## config.mk

```make
export PLATFORM = sky130hd
export DESIGN_NAME = nmea_sentence_checker_top
export DESIGN_NICKNAME = d
export VERILOG_FILES = /design/src/design/nsc_pkg.sv /design/src/design/nsc_tracker.sv /design/src/design/nsc_out_buf.sv /design/src/design/nmea_sentence_checker_top.sv
export VERILOG_INCLUDE_DIRS = /design/src /design/src/design
export SDC_FILE = /design/constraint.sdc
export NUM_CORES = 1
export LEC_CHECK = 0
export BUFFER_PORTS_ARGS = -buffer_cell sky130_fd_sc_hd__buf_2
export CORE_ASPECT_RATIO = 1.4
export CORE_MARGIN = 5
export CORE_UTILIZATION = 60
export CTS_CLUSTER_SIZE = 28
export DETAILED_ROUTE_END_ITERATION = 10
export GPL_TIMING_DRIVEN = 0
export PLACE_DENSITY = 0.81
export SETUP_SLACK_MARGIN = 0.2
export SLEW_MARGIN = 5
export SYNTH_ARGS = -nofsm -noshare
export SYNTH_HDL_FRONTEND = slang
export SYNTH_SLANG_ARGS = --single-unit
```

## constraint.sdc

```tcl
create_clock -name clk -period 8.86 [get_ports clk]
set_input_delay 0.443 -clock clk [delete_from_list [all_inputs] [get_ports clk]]
set_output_delay 0.443 -clock clk [all_outputs]
set_load 0.1 [all_outputs]
```

## src/design/nmea_sentence_checker_top_defines.svh

```systemverilog
// ----------------------------------------------------------------------------
// NMEA sentence checker assertion macros
// Shared property forms for the checker's concurrent assertions.
// ----------------------------------------------------------------------------
`ifndef NMEA_SENTENCE_CHECKER_TOP_DEFINES_SVH
`define NMEA_SENTENCE_CHECKER_TOP_DEFINES_SVH

// same-cycle implication, disabled during reset
`define NSC_ASSERT_IMP(lbl, ante, cons) \
  lbl: assert property (@(posedge clk) disable iff (rst) (ante) |-> (cons)) \
    else $error("nsc assertion failed");

// next-cycle implication, disabled during reset
`define NSC_ASSERT_NEXT(lbl, ante, cons) \
  lbl: assert property (@(posedge clk) disable iff (rst) (ante) |=> (cons)) \
    else $error("nsc assertion failed");

`endif

```

## src/design/nsc_pkg.sv

```systemverilog
// ----------------------------------------------------------------------------
// NMEA sentence checker package
// Character codes, status codes, result type and hex digit decode.
// ----------------------------------------------------------------------------
package nsc_pkg;

  localparam int MaxSentenceDefault = 128;

  localparam logic [7:0] CH_DOLLAR = 8'h24;
  localparam logic [7:0] CH_G      = 8'h47;
  localparam logic [7:0] CH_STAR   = 8'h2A;
  localparam logic [7:0] CH_COMMA  = 8'h2C;
  localparam logic [7:0] CH_CR     = 8'h0D;
  localparam logic [7:0] CH_LF     = 8'h0A;

  typedef enum logic [1:0] {
    ST_OK       = 2'd0,
    ST_BAD_START = 2'd1,
    ST_BAD_END  = 2'd2,
    ST_BAD_SUM  = 2'd3
  } status_t;

  // packed so that status sits in the low bits, as on tdata
  typedef struct packed {
    logic [7:0] sentence_length;
    logic [7:0] field_total;
    logic [7:0] received_sum;
    logic [7:0] computed_sum;
    status_t    status;
  } result_t;

  localparam int ResultWidth = $bits(result_t);
  localparam int TdataWidth  = ((ResultWidth + 7) / 8) * 8;

  // invalid digits decode as zero
  function automatic logic [3:0] hex_value(input logic [7:0] c);
    logic [3:0] v;
    v = 4'd0;
    if (c >= 8'h30 && c <= 8'h39) begin
      v = c[3:0];
    end else if ((c >= 8'h41 && c <= 8'h46) || (c >= 8'h61 && c <= 8'h66)) begin
      v = 4'(c[2:0] + 3'd1) + 4'd8;
    end
    return v;
  endfunction

endpackage

```

## src/design/nsc_tracker.sv

```systemverilog
// ----------------------------------------------------------------------------
// NMEA sentence tracker
// Per-byte sentence state update and end-of-sentence result build.
// ----------------------------------------------------------------------------
module nsc_tracker import nsc_pkg::*; #(
  parameter int MAX_SENTENCE = MaxSentenceDefault
) (
  input  logic       clk,
  input  logic       rst,
  input  logic       byte_valid,
  input  logic [7:0] data_byte,
  output logic       res_valid,
  output result_t    res
);

  localparam logic [7:0] MaxLen = 8'(MAX_SENTENCE);

  logic       in_sentence;
  logic [7:0] byte_position;
  logic [7:0] running_xor;
  logic       star_seen;
  logic       second_is_g;
  logic [7:0] field_counter;
  logic       overflowed;
  logic [7:0] recent_bytes [3];

  logic       is_dollar;
  logic       is_lf;
  logic       active;
  logic [7:0] pos_next;
  logic       ovf_next;
  logic [7:0] rx_sum;

  assign is_dollar = (data_byte == CH_DOLLAR);
  assign is_lf     = (data_byte == CH_LF);
  assign active    = byte_valid && !is_dollar && in_sentence;

  // length saturates at the limit; any byte past it marks overflow
  assign pos_next = (byte_position < MaxLen) ? byte_position + 8'd1 : byte_position;
  assign ovf_next = overflowed || (byte_position >= MaxLen);
  assign rx_sum   = {hex_value(recent_bytes[2]), hex_value(recent_bytes[1])};

  always_comb begin
    res.computed_sum    = running_xor;
    res.received_sum    = rx_sum;
    res.field_total     = field_counter;
    res.sentence_length = pos_next;
    priority if (!second_is_g) begin
      res.status = ST_BAD_START;
    end else if (recent_bytes[0] != CH_CR || ovf_next) begin
      res.status = ST_BAD_END;
    end else if (!star_seen || rx_sum != running_xor) begin
      res.status = ST_BAD_SUM;
    end else begin
      res.status = ST_OK;
    end
  end

  assign res_valid = active && is_lf;

  always_ff @(posedge clk) begin
    if (rst) begin
      in_sentence     <= 1'b0;
      byte_position   <= 8'd0;
      running_xor     <= 8'd0;
      star_seen       <= 1'b0;
      second_is_g     <= 1'b0;
      field_counter   <= 8'd0;
      overflowed      <= 1'b0;
      recent_bytes[0] <= 8'd0;
      recent_bytes[1] <= 8'd0;
      recent_bytes[2] <= 8'd0;
    end else if (byte_valid && is_dollar) begin
      in_sentence     <= 1'b1;
      byte_position   <= 8'd1;
      running_xor     <= 8'd0;
      star_seen       <= 1'b0;
      second_is_g     <= 1'b0;
      field_counter   <= 8'd1;
      overflowed      <= 1'b0;
      recent_bytes[0] <= 8'd0;
      recent_bytes[1] <= 8'd0;
      recent_bytes[2] <= 8'd0;
    end else if (active) begin
      byte_position <= pos_next;
      overflowed    <= ovf_next;
      if (is_lf) begin
        in_sentence <= 1'b0;
      end else begin
        if (byte_position == 8'd1) begin
          second_is_g <= (data_byte == CH_G);
        end
        if (!star_seen) begin
          if (data_byte == CH_STAR) begin
            star_seen <= 1'b1;
          end else begin
            running_xor <= running_xor ^ data_byte;
            if (data_byte == CH_COMMA && field_counter < MaxLen) begin
              field_counter <= field_counter + 8'd1;
            end
          end
        end
        recent_bytes[2] <= recent_bytes[1];
        recent_bytes[1] <= recent_bytes[0];
        recent_bytes[0] <= data_byte;
      end
    end
  end

endmodule

```

## src/design/nsc_out_buf.sv

```systemverilog
// ----------------------------------------------------------------------------
// NMEA sentence checker output buffer
// Result register plus skid entry so the input side keeps flowing on a stall.
// ----------------------------------------------------------------------------
module nsc_out_buf import nsc_pkg::*; (
  input  logic    clk,
  input  logic    rst,
  input  logic    res_valid,
  input  result_t res,
  output logic    in_ready,
  output logic    out_valid,
  output result_t out_res,
  input  logic    out_ready
);

  logic    skid_valid;
  result_t skid_res;
  logic    out_free;

  assign in_ready = !skid_valid;
  assign out_free = !out_valid || out_ready;

  always_ff @(posedge clk) begin
    if (rst) begin
      out_valid  <= 1'b0;
      skid_valid <= 1'b0;
    end else if (skid_valid) begin
      if (out_free) begin
        out_valid  <= 1'b1;
        skid_valid <= 1'b0;
      end
    end else if (out_free) begin
      out_valid <= res_valid;
    end else if (res_valid) begin
      skid_valid <= 1'b1;
    end
  end

  always_ff @(posedge clk) begin
    if (skid_valid) begin
      if (out_free) begin
        out_res <= skid_res;
      end
    end else if (out_free) begin
      out_res <= res;
    end else if (res_valid) begin
      skid_res <= res;
    end
  end

endmodule

```

## src/design/nmea_sentence_checker_top.sv

```systemverilog
// ----------------------------------------------------------------------------
// NMEA sentence checker
// Checks NMEA 0183 sentences byte by byte and reports one status per sentence.
// ----------------------------------------------------------------------------
// Usage:
//   s_axis carries one received character per transaction (tdata[7:0]).
//   '$' opens a sentence (a second '$' restarts it); bytes outside a sentence
//   are dropped. On LF inside a sentence one result goes out on m_axis.
//   m_axis tdata, from bit 0: status[1:0], computed_sum[9:2],
//   received_sum[17:10], field_total[25:18], sentence_length[33:26],
//   zero padding up to bit 39.
//   Throughput: one character per cycle while s_axis_tready is high.
//   The result of an accepted LF is registered in the output register if it is free.
//   A stalled result sits in the output register; a second result lands in
//   the skid entry, and only then does s_axis_tready drop until the receiver
//   drains it.
//   Reset (rst, synchronous) closes any open sentence and empties the output.
// ----------------------------------------------------------------------------
`include "nmea_sentence_checker_top_defines.svh"

module nmea_sentence_checker_top import nsc_pkg::*; #(
  parameter int MAX_SENTENCE = MaxSentenceDefault
) (
  input  logic                  clk,
  input  logic                  rst,
  input  logic                  s_axis_tvalid,
  output logic                  s_axis_tready,
  input  logic [7:0]            s_axis_tdata,   // data_byte[7:0]
  output logic                  m_axis_tvalid,
  input  logic                  m_axis_tready,
  // status, computed_sum, received_sum, field_total, sentence_length, pad
  output logic [TdataWidth-1:0] m_axis_tdata
);

  logic    byte_valid;
  logic    res_valid;
  result_t res;
  result_t out_res;

  assign byte_valid = s_axis_tvalid && s_axis_tready;

  nsc_tracker #(
    .MAX_SENTENCE(MAX_SENTENCE)
  ) u_tracker (
    .clk       (clk),
    .rst       (rst),
    .byte_valid(byte_valid),
    .data_byte (s_axis_tdata),
    .res_valid (res_valid),
    .res       (res)
  );

  nsc_out_buf u_out_buf (
    .clk      (clk),
    .rst      (rst),
    .res_valid(res_valid),
    .res      (res),
    .in_ready (s_axis_tready),
    .out_valid(m_axis_tvalid),
    .out_res  (out_res),
    .out_ready(m_axis_tready)
  );

  assign m_axis_tdata = {{(TdataWidth-ResultWidth){1'b0}}, out_res};

  `NSC_ASSERT_IMP(a_stall_only_when_full, !s_axis_tready, m_axis_tvalid)
  `NSC_ASSERT_NEXT(a_result_reaches_output, res_valid, m_axis_tvalid)
  `NSC_ASSERT_IMP(a_result_from_lf, res_valid, byte_valid && s_axis_tdata == CH_LF)
  `NSC_ASSERT_IMP(a_length_limit, m_axis_tvalid,
    out_res.sentence_length <= 8'(MAX_SENTENCE) && out_res.field_total <= 8'(MAX_SENTENCE))

endmodule

```

# Yosys cells after proc, flatten, opt, wreduce, memory -nomap -nowiden
# Memory sizes are Yosys's and may differ from the RTL's.
# Cells that the tools add are included.
op_classes:
  add_sub_neg: 6
  magnitude_cmp: 15
  eq_ne: 11
  muxes: 47
  bitwise: 12
  n_reduce_logical: 33
op_table:
  columns: ["operator", "count"]
  rows:
  - ["$mux 34", 3]
  - ["$mux 8", 7]
  - ["$ge 8x7->1 const B", 4]
  - ["$le 8x7->1 const B", 4]
  - ["$mux 1", 30]
  - ["$eq 8x6->1 const B", 3]
  - ["$add 8x1->8 const B", 2]
  - ["$ge 8x6->1 const B", 2]
  - ["$le 8x6->1 const B", 2]
  - ["$lt 8x8->1 const B", 2]
  - ["$mux 4", 4]
  - ["$logic_and 1x1->1", 12]
  - ["$reduce_and 5->1", 2]
  - ["$add 3x1->4 const B", 2]
  - ["$add 4x4->4 const B", 2]
  - ["$eq 8x1->1 const B", 1]
  - ["$eq 8x4->1 const B", 1]
  - ["$eq 8x7->1 const B", 1]
  - ["$ge 8x8->1 const B", 1]
  - ["$ne 8x4->1 const B", 1]
  - ["$ne 8x8->1", 1]
  - ["$xor 8x8->8", 1]
  - ["$logic_or 1x1->1", 6]
  - ["$mux 2", 3]
  - ["10 further kinds", 27]
word_totals:
  regBits: 98
  ramBits: 24
  in_bits: 12
  output_inout_bits: 42
  word_cells: 146
  memories: 1
memory_table:
  columns: ["name", "words", "word_bits", "rd", "rd_ports_with_merged_regs", "write_ports", "line_no", "source"]
  rows:
  - ["u_tracker.recent_bytes", 3, 8, 3, 0, 3, "nsc_tracker.sv:25", "logic [7:0] recent_bytes [3];"]

# Logic depth before layout (Yosys ltp)
# Gate-level depths: netlist (run 1).
# An unclocked memory read counts as a cell.
depth:
  depth_word: 13
  ltp_mapped: 9
  depth_no_buf: 9

# Cells and area by module
# A second synthesis (run 1) with hierarchy kept.
hier_totals:
  cells_unflattened: 406
  hier_area_um2: 5489.0
modules_own_cells:
  columns: ["mod", "n_inst", "cells_per_inst", "area_per_inst_um2", "seq_area_each_um2"]
  rows:
  - ["nsc_tracker", 1, 284, 2770.2, 1281.2]
  - ["nsc_out_buf", 1, 114, 2663.8, 2082.0]
  - ["nmea_sentence_checker_top", 1, 8, 55.1, 0.0]

# Least setup slack after synthesis (run 1)
# Ideal clock, no wire load.
synth_timing:
  kind: "flip-flop to flip-flop"
  start: "register u_out_buf.out_valid"
  end: "register u_out_buf.skid_res[0] (netlist bit) (enable)"
  setup_time_ns: 0.467
  arrival_ns: 4.463
  t_required_ns: 8.393
  path_slack_ns: 3.930
  stages_incl_launch_ff: 3
  path_buffers: 0
  synth_period_minus_slack_ns: 4.930
  cell_sequence: "dfxtp_1 nand2b_1 nor3_1"
synth_via:
  elab_chain_cells: 4
synth_rtl:
  columns: ["element", "line_no", "source"]
  rows:
  - ["start, declared", "nsc_out_buf.sv:11", "output logic out_valid,"]
  - ["start signal, assigned", "nsc_out_buf.sv:33", "out_valid <= res_valid;"]
  - ["$logic_not 1->1", "nsc_out_buf.sv:21", "assign out_free = !out_valid || out_ready;"]
  - ["$logic_or 1x1->1", "nsc_out_buf.sv:21", null]
  - ["$not 1->1 (no source line)", null, null]
  - ["$reduce_and 3->1 (no source line)", null, null]
  - ["end signal, assigned", "nsc_out_buf.sv:47", "skid_res <= res;"]
  - ["end, declared", "nsc_out_buf.sv:17", "result_t skid_res;"]
# No other way between the ends.
# A chain may end at the register's enable or synchronous reset.

# Final worst setup path (run 1)
layout_timing:
  start: "register u_out_buf.skid_valid"
  end: "register u_out_buf.skid_res[29] (netlist bit) (enable)"
layout_via:
  elab_chain_cells: 6
  elab_cells_between_ends: 7
  classes_between: "1 x bitwise; 6 x reduce/logical"
layout_rtl:
  columns: ["element", "line_no", "source"]
  rows:
  - ["start, declared", "nsc_out_buf.sv:16", "logic skid_valid;"]
  - ["start signal, assigned", "nsc_out_buf.sv:26", "skid_valid <= 1'b0;"]
  - ["start signal, assigned", "nsc_out_buf.sv:30", "skid_valid <= 1'b0;"]
  - ["start signal, assigned", "nsc_out_buf.sv:35", "skid_valid <= 1'b1;"]
  - ["$logic_not 1->1", "nsc_out_buf.sv:20", "assign in_ready = !skid_valid;"]
  - ["$logic_and 1x1->1", "nmea_sentence_checker_top.sv:40", "assign byte_valid = s_axis_tvalid && s_axis_tready;"]
  - ["$logic_and 1x1->1 (2 in a row)", "nsc_tracker.sv:36", "assign active = byte_valid && !is_dollar && in_sentence;"]
  - ["$logic_and 1x1->1", "nsc_tracker.sv:59", "assign res_valid = active && is_lf;"]
  - ["$reduce_and 3->1 (no source line) *", null, null]
# Every way passes the cells marked *; elsewhere a longest branch is shown, timed or not.

==> results of run 1 <==
==> worst reg2reg max path, stage by stage, from the launching register on <==
cell and delay [ns]:
sky130_fd_sc_hd__dfxtp_1 0.30, sky130_fd_sc_hd__clkbuf_1 0.28, sky130_fd_sc_hd__nand3b_1 0.36, sky130_fd_sc_hd__nor2_1 0.45, sky130_fd_sc_hd__nand2_1 0.17, sky130_fd_sc_hd__nor3_2 0.81
sky130_fd_sc_hd__buf_4 0.36
==> per-stage QoR <==
stage	power, W	instances	hold slack [ns]
after CTS	0.001305	629	0.3649
after global placement	0.0006731	594	0.4469
after floorplan	0.0006637	441	0.4364
final	0.001298	629	0.3825
after global routing	0.001339	629	0.3859
after detailed placement	0.0006748	597	0.4740
==> where the power goes <==
group | total [W] | switching (W) | internal, W
clock | 0.000634 | 0.000229 | 0.000405
sequential | 0.000619 | 0.00000402 | 0.000614
combinational | 0.0000456 | 0.0000346 | 0.0000111
==> area by class of cell <==
class	count	area, um^2
flip-flops and latches	122	3363
well taps	107	133.9
multi-input cells	279	1949
inverters	18	67.56
repair buffers	49	265.3
clock inverters	12	106.4
plain buffers	22	106.4
clock buffers	20	436.7
fillers	592	2549
==> flip-flops by register name, indices dropped and copies added, names as in the netlist <==
name,count
u_out_buf.out_valid,1
u_tracker.second_is_g,1
u_tracker.in_sentence,1
u_tracker.recent_bytes,24
u_tracker.star_seen,1
u_out_buf.skid_res,34
u_out_buf.skid_valid,1
u_tracker.overflowed,1
u_out_buf.out_res,34
u_tracker.running_xor,8
u_tracker.field_counter,8
u_tracker.byte_position,8
==> cell usage in the layout, fill, tap and decap left out, types with 3 or more instances in the layout <==
| cell type | synthesis | layout |
|---|---|---|
| sky130_fd_sc_hd__mux2_2 | 29 | 29 |
| sky130_fd_sc_hd__clkinv_1 | 0 | 5 |
| sky130_fd_sc_hd__o21ai_0 | 11 | 11 |
| sky130_fd_sc_hd__inv_1 | 17 | 17 |
| sky130_fd_sc_hd__dfxtp_1 | 30 | 30 |
| sky130_fd_sc_hd__clkinv_2 | 0 | 4 |
| sky130_fd_sc_hd__nor3_1 | 10 | 9 |
| sky130_fd_sc_hd__nand4_1 | 3 | 3 |
| sky130_fd_sc_hd__nand3_1 | 11 | 11 |
| sky130_fd_sc_hd__o211ai_1 | 3 | 3 |
| sky130_fd_sc_hd__ha_1 | 12 | 12 |
| sky130_fd_sc_hd__conb_1 | 1 | 6 |
| sky130_fd_sc_hd__buf_2 | 1 | 47 |
| sky130_fd_sc_hd__xnor2_1 | 13 | 13 |
| sky130_fd_sc_hd__clkbuf_16 | 0 | 17 |
| sky130_fd_sc_hd__clkbuf_1 | 13 | 16 |
| sky130_fd_sc_hd__buf_4 | 6 | 8 |
| sky130_fd_sc_hd__nor4b_1 | 4 | 4 |
| sky130_fd_sc_hd__or3_1 | 4 | 4 |
| sky130_fd_sc_hd__nand2b_1 | 7 | 6 |
| sky130_fd_sc_hd__nor2_1 | 35 | 35 |
| sky130_fd_sc_hd__a21oi_1 | 15 | 15 |
| sky130_fd_sc_hd__xor2_1 | 14 | 14 |
| sky130_fd_sc_hd__o21a_1 | 3 | 3 |
| sky130_fd_sc_hd__edfxtp_1 | 92 | 92 |
| sky130_fd_sc_hd__a31oi_1 | 3 | 3 |
| sky130_fd_sc_hd__and2_1 | 21 | 21 |
| sky130_fd_sc_hd__a311oi_1 | 3 | 3 |
| sky130_fd_sc_hd__nand2_1 | 32 | 32 |
==> cells by family (layout without fill, tap and decap cells) <==
family                   Yosys count  after routing  share of synthesized area (%)
AO/OA/AOI/OAI                     60             60                          7.860
XOR/XNOR                          27             27                          4.331
adder cells (fa/ha/maj)           12             12                          2.750
buffers and inverters             40            121                          3.185
flip-flops                       122            122                          61.59
multiplexers                      30             30                          6.164
other                              1              6                        0.06868
AND/OR/NAND/NOR                  144            144                          14.05
==> path summary, 6_finish.rpt <==
kind                                  end  slack, ns             startpoint  depth (start not counted)
max                u_out_buf.skid_res[29]       5.82   u_out_buf.skid_valid                          6
min reg2reg         u_tracker.in_sentence       0.48  u_tracker.in_sentence                          2
max reg2reg        u_out_buf.skid_res[29]       5.82   u_out_buf.skid_valid                          6
min          u_tracker.recent_bytes[0][6]       0.38        s_axis_tdata[6]                          2
==> metal layers <==
layer / GRT usage, % / routed length, um / vias to the layer above
li1: - / - / 1722
met1: 24.45 / 4272 / 1735
met2: 37.86 / 6064 / 134
met3: 6.009 / 666 / 24
met4: 10.61 / 273 / 0
met5: 0 / 0 / -
==> impl_metrics.env, run 1 <==
export IMPL_finish_net_count=533
export IMPL_synthDistinctLibCells=60
export IMPL_outcome="complete, no violations"
export IMPL_design_portCount=54
export IMPL_timing_clock_skew_ns=0.01144
export IMPL_kind_of_cell_with_the_highest_combined_delay_on_the_critical_path="simple AND/OR/NAND/NOR gates"
export IMPL_post_place_ws_ns=5.523
export IMPL_setup_viol_count_final=0
export IMPL_syn_avg_cell_area_um2=12.52
export IMPL_path_class="reg2reg"
export IMPL_ir_drop_mv=0.1489
export IMPL_post_route_cell_area_um2=6429
export IMPL_ys_seq_area_share_pct=61.59
export IMPL_gp_congestion=0.8838
export IMPL_track_usage_pct=21.71
export IMPL_ctsLongestPathBuffers=2
export IMPL_gr_total_overflow=0
export IMPL_start_util_pct=60.82
export IMPL_ys_warnings_count=0
export IMPL_timing_fmax_mhz=328.6
export IMPL_pwr_density_cell_nw_per_um2=202.0
export IMPL_async_flop_share_pct=0
export IMPL_cts_buffers=17
export IMPL_min_period_over_period_pct=34.34
export IMPL_path_cells="clkbuf_1, nand3b_1, nor2_1, nand2_1, nor3_2, buf_4"
export IMPL_syn_cell_area_um2=5460
export IMPL_synth_cells=436
export IMPL_worst_ep_arrival_time_ns=3.15
export IMPL_clkLatencyLatePin_ns=0.41
export IMPL_h_tree_depth=4
export IMPL_vias_after_detailed_routing=3615
export IMPL_rsz0062_at_grt="no"
export IMPL_post_route_worst_setup_slack_ns=5.817
export IMPL_dpl_cell_area_um2=5886
export IMPL_postLayoutCoreUtil_pct=71.61
export IMPL_synth_commonest_cells="sky130_fd_sc_hd__edfxtp_1, sky130_fd_sc_hd__nor2_1, sky130_fd_sc_hd__nand2_1"
export IMPL_post_cts_resized_instances=0
export IMPL_post_cts_buffers=0
export IMPL_worst_pin_slew_ns=1.074
export IMPL_avgRoutedWirePerCell_um=17.93
export IMPL_hold_vio_cnt_final=0
export IMPL_dr_first_iter_drc_count=281
export IMPL_detail_route_antenna_nets=0
export IMPL_dominant_synthesized_flop_cell="sky130_fd_sc_hd__edfxtp_1"
export IMPL_crit_fanout=13
export IMPL_cts_root_buffer="sky130_fd_sc_hd__clkbuf_16"
export IMPL_clk_pin_slew_worst_paths_ns=0.05
export IMPL_final_min_clock_period_ns=3.043
export IMPL_die_area_um2=11140
export IMPL_hold_buffers_post_cts=0
export IMPL_min_delay_path_class="in2reg"
export IMPL_grt_pass1_wl_um=18630
export IMPL_finalSetupTns_ns=0
export IMPL_drc_viols=0
export IMPL_netlist_area_leader_share_pct=50.60
export IMPL_core_region_area_um2=8977
export IMPL_routed_via_density=5.747
export IMPL_leakage_nw=2.549
export IMPL_routed_wirelength_um=11280
export IMPL_postSynthRegisterBits=122
export IMPL_grt_max_degree=31
export IMPL_synth_edff_count=92
export IMPL_slowest_delay_ns=0.81
export IMPL_post_dp_hpwl_um=7888
export IMPL_worst_path_max_delay_cell="sky130_fd_sc_hd__nor3_2"
export IMPL_chipHeight_um=122.9
export IMPL_first_global_vias=3761
export IMPL_ratio_of_cells_with_drive_above_1_in_the_final_layout_pct=23.37
export IMPL_cts_sink_count=122
export IMPL_numPortBuffers=46
export IMPL_slew_limit_headroom_pct=28.43
export IMPL_diodes=0
export IMPL_crit_buf_inv=2
export IMPL_timing_max_transition_violations_final=0
export IMPL_post_synth_top_count_cell="sky130_fd_sc_hd__edfxtp_1"
export IMPL_floorplan_rows=41
export IMPL_timing_critical_path_required_ns=8.97
export IMPL_chipWidth_um=90.63
export IMPL_flow_area_growth_from_synthesis_pct=17.74
export IMPL_synth_area_leader="sky130_fd_sc_hd__edfxtp_1"
export IMPL_cts_tree="yes"
export IMPL_worst_setup_path_start_kind="register"
export IMPL_antenna_found_initial=0
export IMPL_maxCapViolations=0
export IMPL_netlist_top_cells_area="sky130_fd_sc_hd__edfxtp_1, sky130_fd_sc_hd__dfxtp_1, sky130_fd_sc_hd__mux2_2"
export IMPL_critPathCaptureType="register"
export IMPL_drt_pass1_iter_count=5
Power figures use the tool's default switching activity.
==> run 2: changes to the inputs <==
--- a/config.mk
+++ b/config.mk
@@ -9,11 +9,11 @@
 export BUFFER_PORTS_ARGS = -buffer_cell sky130_fd_sc_hd__buf_2
 export CORE_ASPECT_RATIO = 1.4
 export CORE_MARGIN = 5
-export CORE_UTILIZATION = 60
+export CORE_UTILIZATION = 59
 export CTS_CLUSTER_SIZE = 28
 export DETAILED_ROUTE_END_ITERATION = 10
 export GPL_TIMING_DRIVEN = 0
-export PLACE_DENSITY = 0.81
+export PLACE_DENSITY = 0.8
 export SETUP_SLACK_MARGIN = 0.2
 export SLEW_MARGIN = 5
 export SYNTH_ARGS = -nofsm -noshare
==> constraint.sdc (replaced) <==
create_clock -name clk -period 2.8 [get_ports clk]
set_input_delay 0.14 -clock clk [delete_from_list [all_inputs] [get_ports clk]]
set_output_delay 0.14 -clock clk [all_outputs]
set_load 0.1 [all_outputs]
==> impl_metrics.env, run 2 (synthesis results as in run 1) <==
export IMPL_clkLatencyLatePin_ns=0.41
export IMPL_die_area_um2=11310
export IMPL_dpl_cell_area_um2=5899
export IMPL_use_met2_pct=40.75
export IMPL_p_total_w=0.004255
export IMPL_leakage_nw=2.620
export IMPL_core_region_area_um2=9029
export IMPL_timing_max_transition_violations_final=0
export IMPL_start_util_pct=60.48
export IMPL_slowest_delay_ns=0.39
export IMPL_vias_after_detailed_routing=3695
export IMPL_worst_ep_arrival_time_ns=2.75
export IMPL_first_global_vias=3847
export IMPL_min_delay_path_class="in2reg"
export IMPL_gp_congestion=0.9099
export IMPL_final_cell_mix="sky130_fd_sc_hd__edfxtp_1, sky130_fd_sc_hd__buf_2, sky130_fd_sc_hd__nor2_1"
export IMPL_h_tree_depth=4
export IMPL_finalSetupTns_ns=0
export IMPL_met1_layer_usage_reported_by_global_route_pct=23.27
export IMPL_worst_pin_slew_ns=0.6854
export IMPL_chipWidth_um=91.31
export IMPL_clk_pin_slew_worst_paths_ns=0.06
export IMPL_rr_endpoint="u_out_buf.out_res[0]"
export IMPL_antenna_found_initial=0
export IMPL_routed_via_density=5.810
export IMPL_ir_drop_mv=0.4690
export IMPL_timing_fmax_mhz=383.6
export IMPL_min_period_over_period_pct=93.09
export IMPL_drc_viols=0
export IMPL_chipHeight_um=123.8
export IMPL_numPortBuffers=46
export IMPL_filler_cell_count=605
export IMPL_hold_vio_cnt_final=0
export IMPL_hold_buffers_post_cts=0
export IMPL_timing_critical_path_required_ns=2.95
export IMPL_dr_first_iter_drc_count=223
export IMPL_reg2reg_from="u_tracker.recent_bytes[0][9]"
export IMPL_track_usage_pct=22.26
export IMPL_gr_total_overflow=0
export IMPL_ratio_of_cells_with_drive_above_1_in_the_final_layout_pct=27.79
export IMPL_cts_root_buffer="sky130_fd_sc_hd__clkbuf_16"
export IMPL_avgRoutedWirePerCell_um=18.60
export IMPL_worst_setup_path_start_kind="register"
export IMPL_floorplan_rows=41
export IMPL_outcome="complete, no violations"
export IMPL_path_cells="buf_4, ha_1, nor2b_2, o211ai_1, a32o_1, xnor2_1, o2111a_1, nand4_1, a221o_1"
export IMPL_maxCapViolations=0
export IMPL_reg_top3="u_out_buf.out_res: 34 flops, u_out_buf.skid_res: 34 flops, u_tracker.recent_bytes: 24 flops"
export IMPL_slew_limit_headroom_pct=54.30
export IMPL_layout_commonest_cell="sky130_fd_sc_hd__edfxtp_1"
export IMPL_timing_clock_skew_ns=0.005729
export IMPL_crit_fanout=4
export IMPL_pwr_density_cell_nw_per_um2=647.1
export IMPL_whs_path_depth=3
export IMPL_final_min_clock_period_ns=2.607
export IMPL_gr_usage_met3_pct=6.707
export IMPL_diodes=0
export IMPL_timing_critical_path_from="u_tracker.recent_bytes[0][9]"
export IMPL_setup_viol_count_final=0
export IMPL_cts_sink_count=122
export IMPL_path_class="reg2reg"
export IMPL_worst_path_max_delay_cell="sky130_fd_sc_hd__edfxtp_1"
export IMPL_flow_area_growth_from_synthesis_pct=20.42
export IMPL_post_place_ws_ns=-0.1609
export IMPL_routed_wirelength_um=11830
export IMPL_design_portCount=54
export IMPL_grt_pass1_wl_um=19170
export IMPL_worst_r2r_setup_slack_ns=0.19
export IMPL_hold_start="s_axis_tdata[0]"
export IMPL_cts_tree="yes"
export IMPL_rsz0062_at_grt="yes"
export IMPL_post_route_cell_area_um2=6575
export IMPL_drt_pass1_iter_count=7
export IMPL_whs_endpoint="u_tracker.second_is_g"
export IMPL_post_route_worst_setup_slack_ns=0.1934
export IMPL_grt_max_degree=38
export IMPL_detail_route_antenna_nets=0
export IMPL_critPathCaptureType="register"
export IMPL_ctsLongestPathBuffers=2
export IMPL_ff2ff_path_depth=9
export IMPL_cts_buffers=17
export IMPL_grt_most_used_layer="met2"
export IMPL_finish_net_count=540
export IMPL_post_dp_hpwl_um=7951
-- run 2: cell types whose count changed in the layout (fill, tap and decap cells not counted), sizes merged --
| cell | previous run | this run |
|---|---|---|
| buf | 58 | 65 |
| bufinv | 2 | 3 |
| clkbuf | 33 | 30 |
| clkinvlp | 1 | 3 |
-- run 2: area by class of cell --
class	count	area, um^2	share of cell area, %
inverter	18	67.56	1.028
clock buffer	17	425.4	6.470
tap	107	133.9	2.036
multi-input combinational	279	1999	30.41
sequential	122	3364	51.17
clock inverter	15	157.7	2.398
buffer	22	106.4	1.618
timing repair buffer	56	320.3	4.872
-- run 2: how the worst max path moves through the flow --
stage                     slack (ns)                            end
after detailed placement       -0.16  u_tracker.recent_bytes[0][23]
final                           0.19           u_out_buf.out_res[0]
after floorplan                 0.30          u_out_buf.skid_res[0]
after CTS                       0.22           u_out_buf.out_res[0]
after global placement         -0.39         u_out_buf.skid_res[33]
after global routing             0.1           u_out_buf.out_res[0]
-- run 2: worst max-delay path: cells and delay by family, from the launching register on --
family / cells / cell delay, ns
adders and majority gates: 1 / 0.19
buffers and inverters: 1 / 0.16
AOI/OAI and AO/OA: 4 / 1.10
xor gates and xnor gates: 1 / 0.20
and+or+nand+nor: 2 / 0.29
DFF: 1 / 0.39
-- run 2: routing by layer --
| layer | wire, um | vias up |
|---|---|---|
| met5 | 0 | - |
| met4 | 419 | 0 |
| met3 | 673 | 38 |
| met2 | 6417 | 137 |
| met1 | 4317 | 1780 |
| li1 | - | 1740 |
-- run 2: through the flow --
| step | cells | hold WS [ns] | utilization [%] |
|---|---|---|---|
| 2_1_floorplan | 441 | 0.2877 | - |
| 3_3_place_gp | 594 | 0.4433 | 65.01 |
| 3_5_place_dp | 596 | 0.4472 | 65.34 |
| 4_1_cts | 635 | 0.02643 | 72.48 |
| 5_1_grt | 636 | 0.04095 | 72.82 |
| 6_report | 636 | 0.04188 | 72.82 |
-- run 2: report_power, final --
part           total, W  internal (W)  switching, W
Sequential      0.00195       0.00194     0.0000108
Clock           0.00214       0.00138      0.000763
Combinational  0.000159     0.0000414      0.000117
-- run 2: timing repair --
item / in CTS / in global routing
setup buffers: 7 / 1
pin swaps: 1 / 0
gates resized for setup: 2 / 7
endpoints found under the setup margin: 51 / 71
